[config.mk]
export PLATFORM = sky130hd
export DESIGN_NAME = button_debounce_press_timer
export DESIGN_NICKNAME = d
export VERILOG_FILES = /design/src/rtl/bdpt_pkg.sv /design/src/rtl/bdpt_lane.sv /design/src/rtl/bdpt_merge.sv /design/src/rtl/button_debounce_press_timer.sv
export SDC_FILE = /design/constraint.sdc
export NUM_CORES = 1
export LEC_CHECK = 0
export ABC_AREA = 1
export ABC_CLOCK_PERIOD_IN_PS = 7950
export BUFFER_PORTS_ARGS = -buffer_cell sky130_fd_sc_hd__buf_2
export CORE_UTILIZATION = 45
export DETAILED_ROUTE_END_ITERATION = 10
export SKIP_CTS_REPAIR_TIMING = 1
export SLEW_MARGIN = 15
export SYNTH_ARGS = -nofsm -noshare
export SYNTH_HDL_FRONTEND = slang
export SYNTH_SLANG_ARGS = --single-unit
export TNS_END_PERCENT = 1
[constraint.sdc]
create_clock -name clk_i -period 7.95 [get_ports clk_i]
set_input_delay 1.59 -clock clk_i [delete_from_list [all_inputs] [get_ports clk_i]]
set_output_delay 1.59 -clock clk_i [all_outputs]
set_load 0.1 [all_outputs]
[src/rtl/bdpt_pkg.sv]
// Types and constants shared by the button debounce / press timer block.
// No dependencies.
`timescale 1ns / 1ps
`default_nettype none

package bdpt_pkg;

  localparam int unsigned TICK_W  = 10;
  localparam int unsigned TIME_W  = 32;
  localparam int unsigned LEVEL_W = 4;
  localparam int unsigned IDX_W   = 2;

  localparam logic [TICK_W-1:0] TICKS_RESET = 10'd40;

  typedef enum logic [1:0] {
    PH_LOW     = 2'd0,
    PH_RISING  = 2'd1,
    PH_HIGH    = 2'd2,
    PH_FALLING = 2'd3
  } phase_e;

  typedef enum logic {
    CMD_SAMPLE = 1'b0,
    CMD_CLEAR  = 1'b1
  } cmd_e;

  typedef struct packed {
    logic               command;
    logic [LEVEL_W-1:0] levels;
    logic [IDX_W-1:0]   button_index;
  } in_t;

  typedef struct packed {
    logic [TIME_W-1:0]  duration;
    logic               duration_valid;
    logic [LEVEL_W-1:0] debounced;
  } out_t;

  // per-lane strobes, already qualified by an accepted request
  typedef struct packed {
    logic sample;
    logic clear;
    logic raw;
  } lane_ctl_t;

  // lane state as it stands after the current request
  typedef struct packed {
    logic [TIME_W-1:0] duration;
    logic              valid;
    logic              debounced;
  } lane_out_t;

endpackage

`default_nettype wire

[src/rtl/bdpt_lane.sv]
// One button lane: two-sample debounce FSM, press time capture, held duration.
// Depends on bdpt_pkg.
`timescale 1ns / 1ps
`default_nettype none

module bdpt_lane
  import bdpt_pkg::*;
(
  input  wire logic              clk_i,
  input  wire logic              rst_ni,
  input  wire lane_ctl_t         ctl_i,
  input  wire logic [TIME_W-1:0] time_i,
  output lane_out_t              lane_o
);

  phase_e            phase_q, phase_d;
  logic [TIME_W-1:0] press_q, press_d;
  logic [TIME_W-1:0] held_q, held_d;
  logic              valid_q, valid_d;

  // next state
  always_comb begin
    phase_d = phase_q;
    if (ctl_i.sample) begin
      unique case (phase_q)
        PH_LOW:     phase_d = ctl_i.raw ? PH_RISING : PH_LOW;
        PH_RISING:  phase_d = ctl_i.raw ? PH_HIGH : PH_LOW;
        PH_HIGH:    phase_d = ctl_i.raw ? PH_HIGH : PH_FALLING;
        PH_FALLING: phase_d = ctl_i.raw ? PH_HIGH : PH_LOW;
        default:    phase_d = PH_LOW;
      endcase
    end
  end

  // captures driven by the confirmed transitions
  always_comb begin
    press_d = press_q;
    held_d  = held_q;
    valid_d = valid_q;
    if (ctl_i.sample) begin
      unique case (phase_q)
        PH_RISING: begin
          if (ctl_i.raw) press_d = time_i;
        end
        PH_FALLING: begin
          if (!ctl_i.raw) begin
            held_d  = time_i - press_q;
            valid_d = 1'b1;
          end
        end
        default: ;
      endcase
    end
    if (ctl_i.clear) valid_d = 1'b0;
  end

  always_ff @(posedge clk_i or negedge rst_ni) begin
    if (!rst_ni) begin
      phase_q <= PH_LOW;
      press_q <= '0;
      held_q  <= '0;
      valid_q <= 1'b0;
    end else begin
      phase_q <= phase_d;
      press_q <= press_d;
      held_q  <= held_d;
      valid_q <= valid_d;
    end
  end

  assign lane_o.duration  = held_d;
  assign lane_o.valid     = valid_d;
  assign lane_o.debounced = (phase_d == PH_HIGH) || (phase_d == PH_FALLING);

endmodule

`default_nettype wire

[src/rtl/bdpt_merge.sv]
// Merge stage: picks the selected lane, packs debounced levels, and holds the
// result in an output register backed by a skid register. Depends on bdpt_pkg.
`timescale 1ns / 1ps
`default_nettype none

module bdpt_merge
  import bdpt_pkg::*;
#(
  parameter int unsigned NUM_BUTTONS = 4
) (
  input  wire logic             clk_i,
  input  wire logic             rst_ni,
  input  wire logic             accept_i,
  input  wire logic [IDX_W-1:0] sel_i,
  input  wire lane_out_t        lanes_i [NUM_BUTTONS],
  output logic                  full_o,
  output logic                  out_valid_o,
  input  wire logic             out_stall_i,
  output out_t                  out_data_o
);

  localparam int unsigned DEB_LANES = (NUM_BUTTONS < LEVEL_W) ? NUM_BUTTONS : LEVEL_W;

  out_t result;
  out_t out_q, skid_q;
  logic out_valid_q, skid_valid_q;
  logic out_free;

  // a missing button reports zero duration, not valid
  always_comb begin
    result = '0;
    for (int b = 0; b < NUM_BUTTONS; b++) begin
      if ({{(32-IDX_W){1'b0}}, sel_i} == 32'(b)) begin
        result.duration       = lanes_i[b].duration;
        result.duration_valid = lanes_i[b].valid;
      end
    end
    for (int b = 0; b < DEB_LANES; b++) begin
      result.debounced[b] = lanes_i[b].debounced;
    end
  end

  assign out_free = !out_valid_q || !out_stall_i;

  always_ff @(posedge clk_i or negedge rst_ni) begin
    if (!rst_ni) begin
      out_valid_q  <= 1'b0;
      skid_valid_q <= 1'b0;
    end else if (out_free) begin
      out_valid_q  <= skid_valid_q || accept_i;
      skid_valid_q <= 1'b0;
    end else if (accept_i) begin
      skid_valid_q <= 1'b1;
    end
  end

  always_ff @(posedge clk_i) begin
    if (out_free) begin
      out_q <= skid_valid_q ? skid_q : result;
    end else if (accept_i) begin
      skid_q <= result;
    end
  end

  assign full_o      = skid_valid_q;
  assign out_valid_o = out_valid_q;
  assign out_data_o  = out_q;

endmodule

`default_nettype wire

[src/rtl/button_debounce_press_timer.sv]
// Multi-button debouncer with press duration timer. Depends on bdpt_pkg,
// bdpt_lane and bdpt_merge.
// Results are registered; a skid register takes one result while the output
// is stalled. Throughput: one request per cycle while in_stall_o is low; on a
// sample request all button lanes update in the same cycle.
// Reset: all buttons low, times and durations zero, ticks_per_sample 40.
`timescale 1ns / 1ps
`default_nettype none

module button_debounce_press_timer
  import bdpt_pkg::*;
#(
  parameter int unsigned NUM_BUTTONS = 4
) (
  input  wire logic              clk_i,
  input  wire logic              rst_ni,
  input  wire logic              cfg_valid_i,
  output logic                   cfg_ready_o,
  input  wire logic [TICK_W-1:0] cfg_data_i,
  input  wire logic              in_valid_i,
  output logic                   in_stall_o,
  input  wire in_t               in_data_i,
  output logic                   out_valid_o,
  input  wire logic              out_stall_i,
  output out_t                   out_data_o
);

  logic [TICK_W-1:0] ticks_q;
  logic [TIME_W-1:0] time_q;
  logic              accept;
  logic              do_sample;
  logic              do_clear;
  logic              full;
  lane_ctl_t         ctl   [NUM_BUTTONS];
  lane_out_t         lanes [NUM_BUTTONS];

  assign cfg_ready_o = 1'b1;
  assign in_stall_o  = full;
  assign accept      = in_valid_i && !full;
  assign do_sample   = accept && (in_data_i.command == CMD_SAMPLE);
  assign do_clear    = accept && (in_data_i.command == CMD_CLEAR);

  always_ff @(posedge clk_i or negedge rst_ni) begin
    if (!rst_ni) begin
      ticks_q <= TICKS_RESET;
      time_q  <= '0;
    end else begin
      if (cfg_valid_i) ticks_q <= cfg_data_i;
      if (do_sample) time_q <= time_q + {{(TIME_W-TICK_W){1'b0}}, ticks_q};
    end
  end

  for (genvar b = 0; b < NUM_BUTTONS; b++) begin : g_lane
    assign ctl[b].sample = do_sample;
    assign ctl[b].clear  = do_clear &&
                           ({{(32-IDX_W){1'b0}}, in_data_i.button_index} == 32'(b));
    // buttons beyond the level field read as released
    if (b < LEVEL_W) begin : g_raw
      assign ctl[b].raw = in_data_i.levels[b];
    end else begin : g_noraw
      assign ctl[b].raw = 1'b0;
    end

    bdpt_lane u_lane (
      .clk_i  (clk_i),
      .rst_ni (rst_ni),
      .ctl_i  (ctl[b]),
      .time_i (time_q),
      .lane_o (lanes[b])
    );
  end

  bdpt_merge #(
    .NUM_BUTTONS (NUM_BUTTONS)
  ) u_merge (
    .clk_i       (clk_i),
    .rst_ni      (rst_ni),
    .accept_i    (accept),
    .sel_i       (in_data_i.button_index),
    .lanes_i     (lanes),
    .full_o      (full),
    .out_valid_o (out_valid_o),
    .out_stall_i (out_stall_i),
    .out_data_o  (out_data_o)
  );

endmodule

`default_nettype wire
After elaboration in Yosys (flattened, before gate mapping)

Cells that the tools add are included.

Word-level logic and storage cells: 142
Bits in registers: 386

Reductions and logical operators: 31
Add/sub/neg operators: 5
Eq/ne operators: 23
Bitwise gates (word level): 2
Muxes and demuxes: 55

Operator list:

| kind                 | number |
|---|---|
| $mux W32             | 12 |
| $mux W33             | 4 |
| $sub A32 B32 Y32     | 4 |
| $mux W37             | 1 |
| $eq A2 B2 Y1 const B | 18 |
| $add A32 B10 Y32     | 1 |
| $mux W1              | 26 |
| $pmux W2 S3          | 4 |
| $mux W2              | 8 |
| $reduce_and A3 Y1    | 4 |
| $eq A2 B1 Y1 const B | 5 |
| $logic_not A2 Y1     | 5 |
| $reduce_or A2 Y1     | 4 |
| $logic_and A1 B1 Y1  | 7 |
| $logic_or A1 B1 Y1   | 6 |
| $logic_not A1 Y1     | 3 |
| $not A1 Y1           | 2 |
| $reduce_and A2 Y1    | 1 |
| $reduce_bool A2 Y1   | 1 |

Logic depth before layout (Yosys ltp)

Depth after elaboration: 10
Mapped depth: 19

By module

A second synthesis with hierarchy kept.

Cells, all modules: 3712
Area, all modules: 26052.5 um^2

Modules (own cells, without submodules):

| module                           | area each (um^2) | times used | cells an instance |
|---|---|---|---|
| bdpt_lane (g_lane[0].u_lane ...) | 4790.8           | 2          | 720 |
| bdpt_lane (g_lane[2].u_lane)     | 5032.3           | 1          | 766 |
| bdpt_lane (g_lane[3].u_lane)     | 4783.3           | 1          | 717 |
| bdpt_merge                       | 3928.8           | 1          | 423 |
| button_debounce_press_timer      | 2726.4           | 1          | 366 |

Worst setup path before layout

No wires, ideal clock.

Path type: input port to flip-flop
Start: in out_stall_i
End: reg u_merge.skid_q[0] (netlist name), enable pin
Data required time: 7.519 ns
Library setup time: 0.431 ns
Cell stages on the path: 2
Data arrival time: 4.145 ns
Setup slack: 3.374 ns
Path through: nand2_1 nor2_1

Longest elaborated chain between the ends: 4

RTL lines:

| element                            | RTL line                          | source |
|---|---|---|
| start, declared                    | button_debounce_press_timer.sv:24 | `input wire logic out_stall_i,` |
| $logic_not A1 Y1                   | bdpt_merge.sv:43                  | `assign out_free = !out_valid_q \|\| !out_stall_i;` |
| $logic_or A1 B1 Y1                 | bdpt_merge.sv:43                  |  |
| $not A1 Y1 (no source line)        | --                                |  |
| $reduce_and A2 Y1 (no source line) | --                                |  |
| end signal, assigned               | bdpt_merge.sv:61                  | `skid_q <= result;` |
| end, declared                      | bdpt_merge.sv:25                  | `out_t out_q, skid_q;` |

No other way between the ends.
A chain may end at the register's enable or synchronous reset.

==> flow_metrics.tcl <==
set metrics [dict create \
    power.leakage_nw 15.5 \
    ios 62 \
    slew_headroom_pct 41.1 \
    yosysWarningCount 0 \
    hp-class "reg2reg" \
    cts_made_buffers 45 \
    grt_pass1_vias 22743 \
    wl_um 92500 \
    grt_pass1_wl_um 139000 \
    syn_avg_cell_area_um2 6.87 \
    finalCritPeriodShare_pct 56.5 \
    cap_violations 0 \
    synthMuxAreaShare_pct 0.393 \
    drive_gt1_share_pct 5.60 \
    dr.pass1.iters 5 \
    fin_setup_tns_ps 0 \
    yosysUniqueCellTypes 49 \
    tightestPinTransition_ps 884 \
    reg2reg_from "u_merge.full_o$_DFFE_PN0P_" \
    vias 24105 \
    p_per_area_nw_per_um2 481 \
    max_freq_ghz 0.223 \
    die_width_um 242 \
    clk_pin_slew_ps 60 \
    reg2reg_slack_ps 3460 \
    antenna_found_initial 1 \
    cts_tree "yes" \
    grt_max_degree 136 \
    root_buffer "clkbuf_16" \
    multi_input_area_um2 12900 \
    dieHeight_um 242 \
    criticalPathCategory "reg2reg" \
    dieArea_um2 58300 \
    syn_nets 3918 \
    irDropWorstVdd_uv 233 \
    grt.total_usage_pct 31.9 \
    rr_worst_depth 15 \
    clockBufferDepth 3 \
    clk_latency_ps 600 \
    syn_area_um2 25800 \
    whs_path_depth 2 \
    start_kind "flop" \
    fin_util_pct 50.2 \
    fin_nets 3965 \
    synth_xor_area_share_pct 2.14 \
    grt_overflow 0 \
    port_buffers 60 \
    drc_errors 0 \
    wl_per_cell_um 20.1 \
    place_congestion 1.09 \
    fin_worst_skew_ps 18.2 \
    area_growth_pct 9.94 \
    core_area_um2 56500 \
    seq_area_um2 10000 \
    period_needed_ps 4490 \
    drtIter0Drc 2279 \
    ant_nets 0 \
    r2r_end "u_merge.out_data_o[19]$_DFFE_PN_" \
    hold_violations 0 \
    hpwl_um 72500 \
    nFillCells 5879 \
    rsz0062_at_grt "false" \
    drv_slew 0 \
    netlist_instances 3757 \
    synthAdderAreaFrac_pct 6.88 \
    crit_arrival_ps 4830 \
    status "finished clean" \
    start_util_pct 45.7 \
    clock-sinks 386 \
    min_delay_worst_endpoint "g_lane[3].u_lane.held_q[17]$_DFF_PN0_" \
    cp_max_fo 41 \
    cp_data_required_time_ps 8290 \
    async_flop_share_pct 80.8 \
    core.rowCount 87 \
    synth-edff-count 74 \
    antenna_cells 0 \
    viasPerCell 5.24 \
    ys_ff_latch 386 \
    yosys.area_share.simple_pct 33.0 \
    synth_compound_area_share_pct 7.42 \
    hp-start "g_lane[3].u_lane.held_q[17]$_DFF_PN0_" \
    synth_top_family_by_area "simple AND/OR/NAND/NOR gates" \
    setup_viol_count_final 0 \
    synth-seq-area-share_pct 38.9 \
    cts_max_level 2 \
    crit_path_end_kind "flop" \
    ys_dominant_reg_cell "dfrtp_1" \
]
[worst max-delay path, stage by stage (launching register included)]
cell     delay (ps)
dfrtp_1         360
buf_4           300
inv_2           710
nand2_2         260
nor2_8          140
buf_4           360
inv_6           190
nor2_8          170
nand2_4         240
inv_2           690
nand3_1         180
o21a_1          160
nand2_1          60
nand4_1         120
nand2_1          80
nand2_1          60
[where the power goes]
part / leakage (nW) / total, mW / internal, mW / switching, mW
sequential: 4.62 / 3.18 / 2.77 / 0.409
combinational: 10.1 / 8.34 / 2.34 / 6.00
clock: 0.733 / 2.13 / 1.25 / 0.875
total: 15.5 / 13.6 / 6.36 / 7.29
[layout by cell type (no fill, tap or decap), types with 5 or more instances in the layout]
master / netlist / routed
o21ai_1: 37 / 37
or2_2: 32 / 32
clkbuf_16: 0 / 45
o21bai_1: 11 / 11
inv_1: 671 / 671
nor2_1: 206 / 203
edfxtp_1: 74 / 74
dfrtp_1: 310 / 310
buf_4: 9 / 12
nand4_1: 51 / 51
ha_1: 134 / 134
clkinv_2: 0 / 8
buf_2: 11 / 59
nand2_1: 1392 / 1391
and2_1: 38 / 38
bufinv_16: 0 / 5
a21o_1: 5 / 5
clkbuf_1: 47 / 10
xnor2_1: 29 / 29
or2_1: 18 / 18
inv_2: 5 / 5
o21ai_0: 184 / 184
nand3b_1: 6 / 6
o211ai_1: 6 / 6
a21oi_1: 104 / 104
nor3_1: 30 / 30
nand3_1: 252 / 248
xor2_1: 34 / 34
fa_1: 5 / 5
mux2_2: 9 / 9
[logic make-up after synthesis]
family / count (synthesis)
AND/OR/NAND/NOR: 2044
buffers and inverters: 752
flip-flops: 386
AO/OA/AOI/OAI: 363
adder cells (fa/ha/maj): 139
XOR/XNOR: 63
multiplexers: 9
other: 1
[Yosys cell counts (32+ instances only)]
library cell / n / area share [%]
nand2_1: 1392 / 20
inv_1: 671 / 9.8
dfrtp_1: 310 / 30
nand3_1: 252 / 4.9
nor2_1: 206 / 3.0
o21ai_0: 184 / 3.6
ha_1: 134 / 6.5
a21oi_1: 104 / 2.0
edfxtp_1: 74 / 8.6
nand4_1: 51 / 1.2
clkbuf_1: 47 / 0.68
and2_1: 38 / 0.92
o21ai_1: 37 / 0.72
xor2_1: 34 / 1.2
or2_2: 32 / 0.78
[registers in the layout, indices dropped and copies added, names as in the netlist]
register,count
g_lane.u_lane.held_q,128
g_lane.u_lane.press_q,128
u_merge.out_data_o,37
u_merge.skid_q,37
time_q,32
ticks_q,10
g_lane.u_lane.phase_q,8
g_lane.u_lane.valid_q,4
u_merge.full_o,1
u_merge.out_valid_o,1
[per-layer routing]
metal,GRT usage (%),wire length [um]
met1,47.6,43000
met2,47.2,38900
met3,4.59,7540
met4,10.2,3110
met5,0,0
[area by class of cell]
cell class | instances | area share, %
clock buffers | 59 | 4.29
clock inverters | 24 | 0.988
inverters | 678 | 8.99
multi-input cells | 2619 | 45.5
flip-flops and latches | 386 | 35.4
well taps | 756 | 3.33
repair buffers | 74 | 1.55
[worst max-delay path by stage]
| stage | to | start | cells after the start | slack, ps |
|---|---|---|---|---|
| floorplan | u_merge.skid_q[0]$_DFFE_PP_ | out_stall_i | 2 | 3370 |
| global placement | u_merge.out_data_o[19]$_DFFE_PN_ | in_valid_i | 14 | 3490 |
| detailed placement | u_merge.out_data_o[19]$_DFFE_PN_ | in_valid_i | 14 | 3340 |
| CTS | u_merge.out_data_o[19]$_DFFE_PN_ | u_merge.full_o$_DFFE_PN0P_ | 15 | 3480 |
| global route | u_merge.out_data_o[23]$_DFFE_PN_ | u_merge.full_o$_DFFE_PN0P_ | 15 | 3170 |
| finish | u_merge.out_data_o[19]$_DFFE_PN_ | u_merge.full_o$_DFFE_PN0P_ | 15 | 3460 |
[per-stage QoR]
| stage | total power, mW | cells | cell area [um2] | hold WS (ps) | setup WS (ps) |
|---|---|---|---|---|---|
| 2_1_floorplan | 8.53 | 3757 | 25800 | 443 | 3370 |
| 5_1_grt | 14.6 | 4596 | 28400 | 493 | 3170 |
| 3_5_place_dp | 11.3 | 4513 | 26900 | 462 | 3340 |
| 6_report | 13.6 | 4596 | 28400 | 478 | 3460 |
| 4_1_cts | 13.5 | 4596 | 28400 | 477 | 3480 |
| 3_3_place_gp | 11.3 | 4513 | 26900 | 460 | 3490 |
Power figures use the tool's default switching activity.
